File: config.mk
export PLATFORM = sky130hd
export DESIGN_NAME = framed_uart_command_receiver_flat
export DESIGN_NICKNAME = d
export VERILOG_FILES = /design/src/sv/fucr_pkg.sv /design/src/sv/fucr_ifs.sv /design/src/sv/framed_uart_command_receiver.sv /design/src/flat_wrapper.sv
export SDC_FILE = /design/constraint.sdc
export NUM_CORES = 1
export LEC_CHECK = 0
export ABC_AREA = 0
export BUFFER_PORTS_ARGS = -buffer_cell sky130_fd_sc_hd__buf_2
export CORE_MARGIN = 2
export CORE_UTILIZATION = 55
export CTS_CLUSTER_SIZE = 40
export DETAILED_ROUTE_END_ITERATION = 10
export GPL_ROUTABILITY_DRIVEN = 0
export PLACE_DENSITY = 0.74
export SYNTH_ARGS = -nofsm -noshare
export SYNTH_HDL_FRONTEND = slang
export SYNTH_SLANG_ARGS = --single-unit
export TNS_END_PERCENT = 30
File: constraint.sdc
create_clock -name clk -period 6.2 [get_ports clk]
set_clock_uncertainty 0.2 [all_clocks]
set_input_delay 0.62 -clock clk [delete_from_list [all_inputs] [get_ports clk]]
set_output_delay 0.62 -clock clk [all_outputs]
set_load 0.02 [all_outputs]
File: src/sv/fucr_pkg.sv
// Shared constants, codes and CRC helpers for the framed command receiver.
package fucr_pkg;

  // Framing and command bytes
  localparam logic [7:0] PREAMBLE      = 8'hAA;
  localparam logic [7:0] CMD_WRITE_ALL = 8'h02;
  localparam logic [7:0] CMD_WRITE_DEV = 8'h04;
  localparam logic [7:0] CRC_POLY      = 8'hB2;
  localparam logic [7:0] NO_SEQUENCE   = 8'hFF;

  // Known device registers
  localparam logic [7:0] REG_20 = 8'h20;
  localparam logic [7:0] REG_21 = 8'h21;
  localparam logic [7:0] REG_22 = 8'h22;
  localparam logic [7:0] REG_30 = 8'h30;
  localparam logic [7:0] REG_31 = 8'h31;
  localparam logic [7:0] REG_32 = 8'h32;

  // Result status codes
  localparam logic [2:0] ST_LEN_DROP    = 3'd0;
  localparam logic [2:0] ST_BAD_SUM     = 3'd1;
  localparam logic [2:0] ST_UNKNOWN_CMD = 3'd2;
  localparam logic [2:0] ST_WRITE_ALL   = 3'd3;
  localparam logic [2:0] ST_SHORT       = 3'd4;
  localparam logic [2:0] ST_BAD_CRC     = 3'd5;
  localparam logic [2:0] ST_OK          = 3'd6;
  localparam logic [2:0] ST_UNKNOWN_REG = 3'd7;

  // Minimum payload of a write-device frame: reg, lsb, msb, crc
  localparam logic [7:0] WDEV_MIN_PAYLOAD = 8'd4;

  // One byte of the reflected CRC-8, eight bit steps
  function automatic logic [7:0] crc_step(input logic [7:0] crc, input logic [7:0] b);
    logic [7:0] c;
    c = crc ^ b;
    for (int i = 0; i < 8; i++) begin
      c = c[0] ? ((c >> 1) ^ CRC_POLY) : (c >> 1);
    end
    return c;
  endfunction

  // CRC state after the implied write-device command byte
  localparam logic [7:0] CRC_SEED = crc_step(8'h00, CMD_WRITE_DEV);

  function automatic logic known_register(input logic [7:0] r);
    return (r == REG_20) || (r == REG_21) || (r == REG_22) ||
           (r == REG_30) || (r == REG_31) || (r == REG_32);
  endfunction

endpackage

File: src/sv/fucr_ifs.sv
// Stream interfaces for received bytes and for frame results.

interface fucr_byte_if;
  logic       valid;
  logic       ready;
  logic [7:0] rx_byte;

  modport source (output valid, output rx_byte, input ready);
  modport sink   (input valid, input rx_byte, output ready);
endinterface

interface fucr_result_if;
  logic               valid;
  logic               ready;
  logic [2:0]         status;
  logic [7:0]         command;
  logic [5:0]         payload_length;
  logic [7:0]         register_address;
  logic signed [15:0] register_value;
  logic [7:0]         crc_computed;
  logic               seq_present;
  logic [7:0]         sequence_res;
  logic               replay;

  modport source (output valid, output status, output command, output payload_length,
                  output register_address, output register_value, output crc_computed,
                  output seq_present, output sequence_res, output replay, input ready);
  modport sink   (input valid, input status, input command, input payload_length,
                  input register_address, input register_value, input crc_computed,
                  input seq_present, input sequence_res, input replay, output ready);
endinterface

File: src/sv/framed_uart_command_receiver.sv
// Framed serial command receiver: preamble hunt, length, sum check, write-device decode.
// A result is registered in the cycle after its checksum or bad length byte is accepted.
// Throughput: one byte beat per cycle; the byte is parsed by combinational logic between
// the frame state registers and the result register. Input stalls only while a result
// waits and the sink holds it off. Reset: rst_n (synchronous, active low) returns to the
// preamble hunt, clears counters, sum, CRC, last sequence and the result valid flag.
module framed_uart_command_receiver
  import fucr_pkg::*;
#(
  parameter int MAX_FRAME = 64
) (
  input  logic          clk,
  input  logic          rst_n,
  fucr_byte_if.sink     in_bus,
  fucr_result_if.source out_bus
);

  // Parser phases
  localparam logic [1:0] PH_HUNT = 2'd0;
  localparam logic [1:0] PH_LEN  = 2'd1;
  localparam logic [1:0] PH_DATA = 2'd2;
  localparam logic [1:0] PH_SUM  = 2'd3;

  localparam logic [7:0] MAX_LEN = 8'(MAX_FRAME);

  logic [1:0] phase_r, phase_nxt;
  logic [7:0] len_r, len_nxt;
  logic [7:0] idx_r, idx_nxt;
  logic [7:0] sum_r, sum_nxt;
  logic [7:0] crc_r, crc_nxt;
  logic [7:0] last_seq_r, last_seq_nxt;
  logic [7:0] hdr_r [6];

  logic               out_valid_r;
  logic [2:0]         status_r, status_nxt;
  logic [7:0]         command_r, command_nxt;
  logic [5:0]         plen_r, plen_nxt;
  logic [7:0]         reg_r, reg_nxt;
  logic [15:0]        value_r, value_nxt;
  logic [7:0]         crcout_r, crcout_nxt;
  logic               sp_r, sp_nxt;
  logic [7:0]         seq_r, seq_nxt;
  logic               rep_r, rep_nxt;

  logic       accept;
  logic       emit;
  logic [7:0] b;
  logic [7:0] full;
  logic [7:0] idx_inc;

  assign in_bus.ready = !out_valid_r || out_bus.ready;
  assign accept       = in_bus.valid && in_bus.ready;
  assign b            = in_bus.rx_byte;
  assign full         = len_r - 8'd1;
  assign idx_inc      = idx_r + 8'd1;

  // Parse one byte beat
  always_comb begin
    phase_nxt    = phase_r;
    len_nxt      = len_r;
    idx_nxt      = idx_r;
    sum_nxt      = sum_r;
    crc_nxt      = crc_r;
    last_seq_nxt = last_seq_r;
    emit         = 1'b0;
    status_nxt   = ST_LEN_DROP;
    command_nxt  = '0;
    plen_nxt     = '0;
    reg_nxt      = '0;
    value_nxt    = '0;
    crcout_nxt   = '0;
    sp_nxt       = 1'b0;
    seq_nxt      = NO_SEQUENCE;
    rep_nxt      = 1'b0;
    unique case (phase_r)
      PH_HUNT: begin
        if (b == PREAMBLE) phase_nxt = PH_LEN;
      end
      PH_LEN: begin
        len_nxt = b;
        idx_nxt = '0;
        sum_nxt = '0;
        crc_nxt = CRC_SEED;
        if (b == 8'd0 || b > MAX_LEN) begin
          phase_nxt = PH_HUNT;
          emit      = 1'b1;
        end else begin
          phase_nxt = PH_DATA;
        end
      end
      PH_DATA: begin
        if (idx_r >= 8'd1 && idx_r <= 8'd3) crc_nxt = crc_step(crc_r, b);
        sum_nxt = sum_r + b;
        idx_nxt = idx_inc;
        if (idx_inc >= len_r) phase_nxt = PH_SUM;
      end
      PH_SUM: begin
        phase_nxt   = PH_HUNT;
        emit        = 1'b1;
        command_nxt = hdr_r[0];
        plen_nxt    = full[5:0];
        priority if (b != sum_r) begin
          status_nxt = ST_BAD_SUM;
        end else if (hdr_r[0] == CMD_WRITE_ALL) begin
          status_nxt = ST_WRITE_ALL;
        end else if (hdr_r[0] != CMD_WRITE_DEV) begin
          status_nxt = ST_UNKNOWN_CMD;
        end else if (full < WDEV_MIN_PAYLOAD) begin
          status_nxt = ST_SHORT;
        end else begin
          reg_nxt    = hdr_r[1];
          value_nxt  = {hdr_r[3], hdr_r[2]};
          crcout_nxt = crc_r;
          if (full > WDEV_MIN_PAYLOAD) begin
            sp_nxt  = 1'b1;
            seq_nxt = hdr_r[5];
          end
          if (crc_r != hdr_r[4]) begin
            status_nxt = ST_BAD_CRC;
          end else begin
            if (full > WDEV_MIN_PAYLOAD) begin
              rep_nxt      = (hdr_r[5] == last_seq_r);
              last_seq_nxt = hdr_r[5];
            end
            status_nxt = known_register(hdr_r[1]) ? ST_OK : ST_UNKNOWN_REG;
          end
        end
      end
    endcase
  end

  // Frame state
  always_ff @(posedge clk) begin
    if (!rst_n) begin
      phase_r    <= PH_HUNT;
      len_r      <= '0;
      idx_r      <= '0;
      sum_r      <= '0;
      crc_r      <= '0;
      last_seq_r <= '0;
    end else if (accept) begin
      phase_r    <= phase_nxt;
      len_r      <= len_nxt;
      idx_r      <= idx_nxt;
      sum_r      <= sum_nxt;
      crc_r      <= crc_nxt;
      last_seq_r <= last_seq_nxt;
    end
  end

  // Header bytes: first six frame bytes, each at its own slot
  always_ff @(posedge clk) begin
    if (accept && phase_r == PH_DATA && idx_r < 8'd6) begin
      hdr_r[idx_r[2:0]] <= b;
    end
  end

  // Result register
  always_ff @(posedge clk) begin
    if (!rst_n) begin
      out_valid_r <= 1'b0;
    end else if (accept && emit) begin
      out_valid_r <= 1'b1;
    end else if (out_bus.ready) begin
      out_valid_r <= 1'b0;
    end
  end

  always_ff @(posedge clk) begin
    if (accept && emit) begin
      status_r  <= status_nxt;
      command_r <= command_nxt;
      plen_r    <= plen_nxt;
      reg_r     <= reg_nxt;
      value_r   <= value_nxt;
      crcout_r  <= crcout_nxt;
      sp_r      <= sp_nxt;
      seq_r     <= seq_nxt;
      rep_r     <= rep_nxt;
    end
  end

  assign out_bus.valid            = out_valid_r;
  assign out_bus.status           = status_r;
  assign out_bus.command          = command_r;
  assign out_bus.payload_length   = plen_r;
  assign out_bus.register_address = reg_r;
  assign out_bus.register_value   = signed'(value_r);
  assign out_bus.crc_computed     = crcout_r;
  assign out_bus.seq_present      = sp_r;
  assign out_bus.sequence_res     = seq_r;
  assign out_bus.replay           = rep_r;

endmodule
File: src/flat_wrapper.sv
// flat-port wrapper written by rule: the top's interface ports become plain ports
module framed_uart_command_receiver_flat import fucr_pkg::*;
#(
  parameter int MAX_FRAME = 64
)
  (clk, rst_n, in_bus_valid, in_bus_rx_byte, in_bus_ready, out_bus_valid, out_bus_status, out_bus_command, out_bus_payload_length, out_bus_register_address, out_bus_register_value, out_bus_crc_computed, out_bus_seq_present, out_bus_sequence_res, out_bus_replay, out_bus_ready);
  fucr_byte_if in_bus_i ();
  fucr_result_if out_bus_i ();
  input  logic clk;
  input  logic rst_n;
  input wire logic [$bits(in_bus_i.valid)-1:0] in_bus_valid;
  input wire logic [$bits(in_bus_i.rx_byte)-1:0] in_bus_rx_byte;
  output wire logic [$bits(in_bus_i.ready)-1:0] in_bus_ready;
  output wire logic [$bits(out_bus_i.valid)-1:0] out_bus_valid;
  output wire logic [$bits(out_bus_i.status)-1:0] out_bus_status;
  output wire logic [$bits(out_bus_i.command)-1:0] out_bus_command;
  output wire logic [$bits(out_bus_i.payload_length)-1:0] out_bus_payload_length;
  output wire logic [$bits(out_bus_i.register_address)-1:0] out_bus_register_address;
  output wire logic [$bits(out_bus_i.register_value)-1:0] out_bus_register_value;
  output wire logic [$bits(out_bus_i.crc_computed)-1:0] out_bus_crc_computed;
  output wire logic [$bits(out_bus_i.seq_present)-1:0] out_bus_seq_present;
  output wire logic [$bits(out_bus_i.sequence_res)-1:0] out_bus_sequence_res;
  output wire logic [$bits(out_bus_i.replay)-1:0] out_bus_replay;
  input wire logic [$bits(out_bus_i.ready)-1:0] out_bus_ready;
  assign in_bus_i.valid = in_bus_valid;
  assign in_bus_i.rx_byte = in_bus_rx_byte;
  assign in_bus_ready = in_bus_i.ready;
  assign out_bus_valid = out_bus_i.valid;
  assign out_bus_status = out_bus_i.status;
  assign out_bus_command = out_bus_i.command;
  assign out_bus_payload_length = out_bus_i.payload_length;
  assign out_bus_register_address = out_bus_i.register_address;
  assign out_bus_register_value = out_bus_i.register_value;
  assign out_bus_crc_computed = out_bus_i.crc_computed;
  assign out_bus_seq_present = out_bus_i.seq_present;
  assign out_bus_sequence_res = out_bus_i.sequence_res;
  assign out_bus_replay = out_bus_i.replay;
  assign out_bus_i.ready = out_bus_ready;
  framed_uart_command_receiver #(.MAX_FRAME(MAX_FRAME)) u_core (.clk(clk), .rst_n(rst_n), .in_bus(in_bus_i), .out_bus(out_bus_i));
endmodule
==> flow_metrics.env, run 1 <==
export IMPL_grt_pass1_vias=4215
export IMPL_cts_buffers=17
export IMPL_start_util=0.570
export IMPL_ir_drop_v=0.000163
export IMPL_synth_top_family_by_area="simple AND/OR/NAND/NOR gates"
export IMPL_syn_nets=575
export IMPL_grtUsageTotal=0.217
export IMPL_cts_clk_slew_worst_paths_ns=0.06
export IMPL_row_count=39
export IMPL_place_hpwl_um=9250
export IMPL_fin_nets=646
export IMPL_finalPower_mw=2.25
export IMPL_p_seq_frac=0.473
export IMPL_ys_warnings_count=0
export IMPL_cts_resized=0
export IMPL_layout_commonest_cell="edfxtp_1"
export IMPL_post_route_cells_drive_above_1_share=0.178
export IMPL_worst_pin_slew_ns=1.12
export IMPL_r2r_cells=7
export IMPL_cts_hold_buf=0
export IMPL_hold_class="flop to flop"
export IMPL_slew_violations=0
export IMPL_r2r_slack_ns=3.07
export IMPL_switchingPower_mw=0.444
export IMPL_status="finished clean"
export IMPL_rr_endpoint="u_core.hdr_r[1][2]"
export IMPL_relSlewSlack=0.249
export IMPL_finalCriticalPeriod_ns=3.18
export IMPL_synth_xor_area_share=0.0829
export IMPL_core_sq_mm=0.0115
export IMPL_final_antenna_net_count=0
export IMPL_timing_final_crit_share=0.513
export IMPL_ys_seq_area_frac=0.620
export IMPL_cp_end_kind="flop"
export IMPL_num_vias=4246
export IMPL_synth_top_area_share=0.489
export IMPL_whs_path_depth=2
export IMPL_syn_cell_area_sq_mm=0.00657
export IMPL_rsz0062_at_grt="false"
export IMPL_n_antenna_cell=0
export IMPL_syn2layout_area_growth_pct=17.3
export IMPL_cap_viol_max_count=0
export IMPL_arrival_ns=3.28
export IMPL_finalWirelength_um=13100
export IMPL_cp_start_kind="input port"
export IMPL_dpl_cell_count=733
export IMPL_grt_pass1_wl_um=21000
export IMPL_synthMuxAreaShare=0.0137
export IMPL_ys_seq_elements=150
export IMPL_antenna_found_initial=0
export IMPL_die_h_um=113
export IMPL_cts_sinks=150
export IMPL_crit_reg2reg_launch="u_core.phase_r[0]"
export IMPL_required_ns=6.30
export IMPL_die_x_um=113
export IMPL_numPortBuffers=72
export IMPL_yosys_area_share_adder=0.0488
export IMPL_synth_compound_area_frac=0.0625
export IMPL_routedWlPerCell_um=17.2
export IMPL_sw_frac_of_total=0.197
export IMPL_hold_end="u_core.sum_r[2]"
export IMPL_clock_latency_ns=0.42
export IMPL_clock_root_buffer="clkbuf_16"
export IMPL_combPwrFrac=0.032
export IMPL_ioPinCount=73
export IMPL_setup_tns_ns=0
export IMPL_min_delay_start="u_core.sum_r[2]"
export IMPL_via_per_inst=5.55
export IMPL_drt_initial_drc_count=264
export IMPL_cellPowerDensity_mw_per_mm2=293
export IMPL_layout_common_cells="edfxtp_1 (107), buf_2 (72), nand2_1 (45)"
export IMPL_dieArea_sq_mm=0.0128
export IMPL_grt_start_max_net_pins=37
export IMPL_cp_max_fo=34
export IMPL_grt_overflow_total=0
export IMPL_largest_register_ffs=48
export IMPL_max_freq_mhz=314
export IMPL_synth_simple_gate_area_frac=0.148
export IMPL_synth_top_area_cell="edfxtp_1"
export IMPL_final_cells=765
export IMPL_htree_num_levels=4
export IMPL_hold_viol=0
export IMPL_avgSynthCellArea_sq_um=12.2
export IMPL_cts_tree="built"
export IMPL_post_cts_buffers=0
export IMPL_synth_distinct_cells=45
export IMPL_synth_area_top_cells="edfxtp_1 (49%), dfxtp_1 (13%), xnor2_1 (4.7%), ha_1 (4.6%), and3_1 (3.1%)"
export IMPL_critPathKind="input port to flop"
export IMPL_power_leakage_nw=2.98
export IMPL_remaining_drc_errors=0
export IMPL_clock_path_buffers=2
export IMPL_p_int_mw=1.81
export IMPL_dr_pass1_iters=4
export IMPL_synth_async_sr_flop_share=0
export IMPL_clkPwrFrac=0.495
export IMPL_synthFlopType="edfxtp_1"
export IMPL_netlist_instances=538
export IMPL_synth_edff_count=107
export IMPL_setup_viol_count_final=0
synthesized netlist by cell type, types with 4 or more instances:
master / count
a211oi_1: 5
nand2b_1: 13
a21o_1: 6
nor2_1: 29
dfxtp_1: 43
edfxtp_1: 107
nand2_1: 45
a21oi_1: 29
nor4_1: 6
and3_1: 33
clkbuf_1: 21
xor2_1: 20
inv_1: 19
nand4_1: 7
nand3_1: 21
a22oi_1: 9
xnor2_1: 35
ha_1: 24
o21ai_0: 8
mux2i_1: 9
nor2b_1: 4
and2_1: 11
nor3_1: 7
critical path, cell delays in order:
cell and delay (ns):
buf_2 0.24, ha_1 0.33, nor4_1 0.44, nand4_1 0.23, nor2_1 0.14, buf_4 0.28, o21a_1 0.43, nand3_2 0.34
mux2i_1 0.21
cell type report:
type	instances	area, sq um
clock inverters	14	221
well taps	143	179
multi-input cells	347	2350
repair buffers	74	375
flip-flops and latches	150	4070
fillers	834	3810
clock buffers	18	429
inverters	19	71.3
logic make-up (layout without fill, tap and decap cells):
family | Yosys count | count (layout)
DFF | 150 | 150
xor gates and xnor gates | 58 | 58
and+or+nand+nor | 188 | 188
buffers and inverters | 41 | 125
muxes | 9 | 9
AOI/OAI and AO/OA | 67 | 67
adders and majority gates | 25 | 25
metal layers:
metal	vias to the layer above	track usage	part of all wire
li1	2074	-	-
met1	2032	0.261	0.42
met2	115	0.365	0.50
met3	25	0.0578	0.051
met4	0	0.102	0.027
met5	-	0	0
power groups by stage:
stage	combinational (mW)	sequential [mW]	clock, mW
after global routing	0.0774	1.07	1.17
final	0.0713	1.07	1.12
after global placement	0.0684	1.09	0
after floorplan	0.0467	1.09	0
after detailed placement	0.0708	1.09	0
after CTS	0.0710	1.07	1.13
per-stage QoR:
step / worst slack, ns / hold slack [ns] / util / cell area (sq um)
CTS: 3.03 / 0.274 / 0.669 / 7700
global route: 2.78 / 0.299 / 0.669 / 7700
global placement: 2.71 / 0.244 / 0.612 / 7050
floorplan: 1.08 / 0.236 / - / 6570
detailed placement: 2.61 / 0.265 / 0.612 / 7050
finish: 3.02 / 0.271 / 0.669 / 7700
how the worst max path moves through the flow:
stage | slack, ns | to | start | cells past startpoint
6_report | 3.02 | u_core.last_seq_r[2] | in_bus_rx_byte[3] | 9
5_1_grt | 2.78 | u_core.last_seq_r[3] | in_bus_rx_byte[3] | 9
4_1_cts | 3.03 | u_core.last_seq_r[3] | in_bus_rx_byte[3] | 9
3_5_place_dp | 2.61 | u_core.last_seq_r[3] | in_bus_rx_byte[3] | 9
3_3_place_gp | 2.71 | u_core.out_bus.command[4] | in_bus_rx_byte[0] | 7
2_1_floorplan | 1.08 | out_bus_register_value[0] | in_bus_rx_byte[0] | 5
(Power assumes the default switching activity.)
==> run 2: changes to the inputs <==
Settings changed: CORE_UTILIZATION 55 to 53.
Clock period 6.2 ns to 2.65 ns, I/O delays scaled along.
==> run 2 against run 1 <==
Compared with the run above:
- wire length up 3.8%
- largest cell class unchanged
- count of clock-buffer cells in the layout grew 1
- sequential cell count unchanged
- sequential share of layout area fell by 1.5 points
==> flow_metrics.env, run 2 (synthesis gave the netlist of run 1 again) <==
export IMPL_htree_num_levels=4
export IMPL_cts_tree="built"
export IMPL_syn2layout_area_growth_pct=20.7
export IMPL_cp_end_kind="flop"
export IMPL_via_per_inst=5.39
export IMPL_numPortBuffers=72
export IMPL_required_ns=2.62
export IMPL_antenna_found_initial=0
export IMPL_cts_buffers=17
export IMPL_hold_viol=0
export IMPL_slew_violations=0
export IMPL_grt_pass1_wl_um=21500
export IMPL_finalWirelength_um=13600
export IMPL_die_h_um=115
export IMPL_r2r_cells=7
export IMPL_final_area_sq_mm=0.00793
export IMPL_clock_latency_ns=0.42
export IMPL_dr_pass1_iters=5
export IMPL_setup_viol_count_final=0
export IMPL_whs_path_depth=2
export IMPL_timing_final_crit_share=0.937
export IMPL_cap_viol_max_count=0
export IMPL_final_cells=817
export IMPL_hold_class="input port to flop"
export IMPL_num_vias=4400
export IMPL_r2r_slack_ns=0.17
export IMPL_n_antenna_cell=0
export IMPL_post_route_cells_drive_above_1_share=0.223
export IMPL_finalPower_mw=5.06
export IMPL_cellPowerDensity_mw_per_mm2=639
export IMPL_fin_nets=673
export IMPL_dpl_cell_count=784
export IMPL_grtUsageTotal=0.217
export IMPL_worst_pin_slew_ns=0.540
export IMPL_routedWlPerCell_um=16.7
export IMPL_core_sq_mm=0.0121
export IMPL_seqCellArea_sq_mm=0.00408
export IMPL_multi_input_area_sq_mm=0.00238
export IMPL_grt_start_max_net_pins=45
export IMPL_clock_path_buffers=2
export IMPL_place_area_sq_mm=0.00731
export IMPL_dieArea_sq_mm=0.0133
export IMPL_arrival_ns=2.45
export IMPL_fillCellCount=894
export IMPL_grt_overflow_total=0
export IMPL_critPathKind="flop to flop"
export IMPL_ioPinCount=73
export IMPL_largest_register_ffs=48
export IMPL_place_hpwl_um=9400
export IMPL_cts_sinks=150
export IMPL_status="finished clean"
export IMPL_layout_commonest_cell="edfxtp_1"
export IMPL_cp_max_fo=34
export IMPL_die_x_um=115
export IMPL_cp_start_kind="flop"
export IMPL_finalCriticalPeriod_ns=2.48
export IMPL_max_freq_mhz=403
export IMPL_rsz0062_at_grt="false"
export IMPL_relSlewSlack=0.639
export IMPL_cts_clk_slew_worst_paths_ns=0.06
export IMPL_ir_drop_v=0.000298
export IMPL_remaining_drc_errors=0
export IMPL_power_leakage_nw=3.10
export IMPL_start_util=0.545
export IMPL_clock_root_buffer="clkbuf_16"
export IMPL_layout_common_cells="edfxtp_1 (107), buf_2 (72), nand2_1 (45)"
export IMPL_final_antenna_net_count=0
export IMPL_grt_pass1_vias=4131
export IMPL_drt_initial_drc_count=381
export IMPL_row_count=40
run 2: cell types whose count changed in the layout (fill, tap and decap cells not counted), sizes merged:
cell / before / now
inv: 23 / 22
bufinv: 5 / 2
clkbuf: 18 / 19
buf: 74 / 101
clkinv: 2 / 5
run 2: critical path, stage by stage, from the launching register on:
cell	delay [ns]
dfxtp_1	0.43
inv_1	0.07
ha_1	0.22
nor3b_1	0.15
xnor2_1	0.20
nand3_1	0.16
or2_2	0.52
and3_1	0.27
run 2: metrics by stage:
stage | TNS [ns] | worst slack (ns) | hold slack [ns] | utilization
2_1_floorplan | -6.00 | -0.102 | 0.164 | -
3_3_place_gp | 0 | 0.0998 | 0.244 | 0.606
3_5_place_dp | 0 | 0.0555 | 0.261 | 0.606
4_1_cts | 0 | 0.0206 | 0.0789 | 0.656
5_1_grt | 0 | 0.0167 | 0.0615 | 0.657
6_report | 0 | 0.167 | 0.0703 | 0.657
run 2: worst paths after layout:
path / start / end
worst min-delay path: in_bus_rx_byte[0] / u_core.hdr_r[0][0]
worst max-delay path: u_core.len_r[0] / out_bus_register_value[9]
worst max register to register: u_core.len_r[0] / out_bus_register_value[9]
worst min register to register: u_core.sum_r[2] / u_core.sum_r[2]
run 2: repair_timing:
item	in CTS	in global routing
setup buffers	0	1
gates resized for setup	0	5
endpoints found under the setup margin	0	5
hold buffers	0	0
run 2: power by group:
group          switching [mW]  total, mW  internal, mW  leakage (nW)
Clock                   0.938       2.38          1.44         0.286
Sequential            0.00102       2.49          2.49          1.32
Combinational           0.113      0.188        0.0754          1.50
Total                    1.05       5.06          4.01          3.10
run 2: layer usage:
layer | vias to the layer above | GRT usage | routed length [um] | share of wire
met5 | - | 0 | 0 | 0
met4 | 0 | 0.0916 | 261 | 0.019
met3 | 19 | 0.0506 | 770 | 0.057
met2 | 160 | 0.363 | 6920 | 0.51
met1 | 2098 | 0.270 | 5670 | 0.42
li1 | 2123 | - | - | -
run 2: area by class of cell:
| type | instances | share of cell area |
|---|---|---|
| clock inverters | 13 | 0.0183 |
| multi-input cells | 347 | 0.300 |
| flip-flops and latches | 150 | 0.514 |
| well taps | 168 | 0.0265 |
| repair buffers | 101 | 0.0745 |
| inverters | 19 | 0.00900 |
| clock buffers | 19 | 0.0571 |
==> run 3: changes to the inputs <==
Settings changed: CORE_ASPECT_RATIO set to 0.6, CORE_UTILIZATION 53 to 55, CTS_BUF_LIST set to sky130_fd_sc_hd__clkbuf_8, PLACE_DENSITY 0.74 to 0.77.
==> run 3 against run 2 <==
Compared with the run above:
- sequential power about the same
- hold slack got worse by 0.036 ns
- cell count decreased by 0.73%
- clock power decreased by 25%
==> flow_metrics.env, run 3 (synthesis gave the netlist of run 1 again) <==
export IMPL_rsz0062_at_grt="false"
export IMPL_worst_pin_slew_ns=0.562
export IMPL_num_vias=4561
export IMPL_cp_start_kind="flop"
export IMPL_critPathLaunch="u_core.idx_r[1]"
export IMPL_core_sq_mm=0.0115
export IMPL_power_leakage_nw=3.03
export IMPL_dieArea_sq_mm=0.0129
export IMPL_via_per_inst=5.62
export IMPL_remaining_drc_errors=0
export IMPL_antenna_found_initial=0
export IMPL_row_count=30
export IMPL_switchingPower_mw=1.08
export IMPL_max_freq_mhz=397
export IMPL_cap_viol_max_count=0
export IMPL_final_cells=811
export IMPL_cp_max_fo=8
export IMPL_n_antenna_cell=0
export IMPL_grtUsageTotal=0.239
export IMPL_place_hpwl_um=10200
export IMPL_finalCriticalPeriod_ns=2.52
export IMPL_grt_overflow_total=0
export IMPL_combPwrFrac=0.042
export IMPL_crit_buf_inv=0
export IMPL_path_cells="ha_2 -> nand3_1 -> nor2_1 -> xor2_1 -> ha_1 -> a21o_1 -> a21oi_1 -> o31ai_1 -> nand4_1 -> mux2i_1"
export IMPL_path_delay_family="adder cells"
export IMPL_post_route_cells_drive_above_1_share=0.223
export IMPL_critPathKind="flop to flop"
export IMPL_layout_commonest_cell="edfxtp_1"
export IMPL_clock_latency_ns=0.46
export IMPL_routedWlPerCell_um=18.1
export IMPL_critPathMaxStageDelay_ns=0.40
export IMPL_grt_start_max_net_pins=39
export IMPL_relSlewSlack=0.625
export IMPL_hold_viol=0
export IMPL_required_ns=2.84
export IMPL_layout_common_cells="edfxtp_1 (107), buf_2 (72), nand2_1 (45)"
export IMPL_dpl_cell_count=779
export IMPL_largest_register_ffs=48
export IMPL_dr_pass1_iters=5
export IMPL_critPathSlowestCell="dfxtp_4"
export IMPL_cts_buffers=17
export IMPL_slew_violations=0
export IMPL_p_seq_frac=0.559
export IMPL_ioPinCount=73
export IMPL_setup_viol_count_final=0
export IMPL_die_x_um=145
export IMPL_clock_path_buffers=2
export IMPL_grt_pass1_vias=4477
export IMPL_timing_final_crit_share=0.951
export IMPL_sw_frac_of_total=0.242
export IMPL_arrival_ns=2.71
export IMPL_p_int_mw=3.38
export IMPL_cellPowerDensity_mw_per_mm2=575
export IMPL_clkPwrFrac=0.399
export IMPL_r2r_cells=10
export IMPL_drt_initial_drc_count=372
export IMPL_cts_hold_buf=0
export IMPL_crit_reg2reg_launch="u_core.idx_r[1]"
export IMPL_clock_root_buffer="clkbuf_8"
export IMPL_cts_tree="built"
export IMPL_fillCellCount=880
export IMPL_ir_drop_v=0.000332
export IMPL_start_util=0.572
export IMPL_finalWirelength_um=14700
export IMPL_r2r_slack_ns=0.13
export IMPL_die_h_um=88.6
export IMPL_final_antenna_net_count=0
export IMPL_hold_class="input port to flop"
export IMPL_cts_sinks=150
export IMPL_fin_nets=675
export IMPL_cp_depth=10
export IMPL_grt_pass1_wl_um=23200
export IMPL_htree_num_levels=4
export IMPL_cts_clk_slew_worst_paths_ns=0.10
export IMPL_finalPower_mw=4.45
export IMPL_cp_end_kind="flop"
export IMPL_numPortBuffers=72
export IMPL_status="finished clean"
export IMPL_syn2layout_area_growth_pct=18.0
==> run 3: cell count changes in the layout (fill, tap and decap cells not counted), moves of 2 or more <==
cell       change
clkbuf_8      +16
inv_8          +3
nor2_1         +2
nor2_2         -2
clkbuf_16     -17
inv_6          +2
clkinv_2       -2
==> run 3: power groups by stage <==
stage               clock, mW  combinational, mW  sequential (mW)
floorplan                   0              0.111             2.55
global placement            0              0.182             2.54
detailed placement          0              0.186             2.55
CTS                      1.79              0.187             2.49
global route             1.89              0.203             2.49
finish                   1.78              0.188             2.49
==> run 3: through the flow <==
stage               TNS (ns)  instance area (sq um)   util  hold slack [ns]  setup slack (ns)
global route               0                   7750  0.675           0.0216           0.00241
global placement           0                   7330  0.639            0.245             0.144
floorplan              -6.00                   6600      -            0.164            -0.102
detailed placement         0                   7330  0.639            0.256            0.0377
finish                     0                   7750  0.675           0.0344             0.131
CTS                        0                   7740  0.674          0.00320            0.0160
==> run 3: repair_timing <==
item / in CTS / in global routing
buffers inserted: 0 / 0
resized for setup: 1 / 3
setup endpoints to repair: 2 / 36
==> run 3: worst min path at each step <==
stage	slack (ns)	start	end	cells after the start
2_1_floorplan	0.16	in_bus_rx_byte[0]	u_core.hdr_r[0][0]	0
3_3_place_gp	0.24	u_core.sum_r[0]	u_core.sum_r[0]	2
3_5_place_dp	0.26	u_core.sum_r[0]	u_core.sum_r[0]	2
4_1_cts	0.003	in_bus_rx_byte[7]	u_core.hdr_r[5][7]	1
5_1_grt	0.02	in_bus_rx_byte[7]	u_core.hdr_r[5][7]	1
6_report	0.03	in_bus_rx_byte[6]	u_core.hdr_r[5][6]	2
==> run 3: final cells by class <==
| cell class | instances | area (sq um) | share of cell area |
|---|---|---|---|
| tap | 160 | 200 | 0.0258 |
| sequential | 150 | 4080 | 0.526 |
| clock inverter | 14 | 156 | 0.0202 |
| multi-input combinational | 347 | 2380 | 0.307 |
| timing repair buffer | 103 | 618 | 0.0798 |
| inverter | 19 | 71.3 | 0.00921 |
| clock buffer | 18 | 248 | 0.0320 |
==> run 3: metal layers <==
metal | routed length (um) | part of all wire | global-route usage
met1 | 6750 | 0.46 | 0.330
met2 | 6500 | 0.44 | 0.365
met3 | 1160 | 0.079 | 0.0644
met4 | 248 | 0.017 | 0.0989
met5 | 0 | 0 | 0
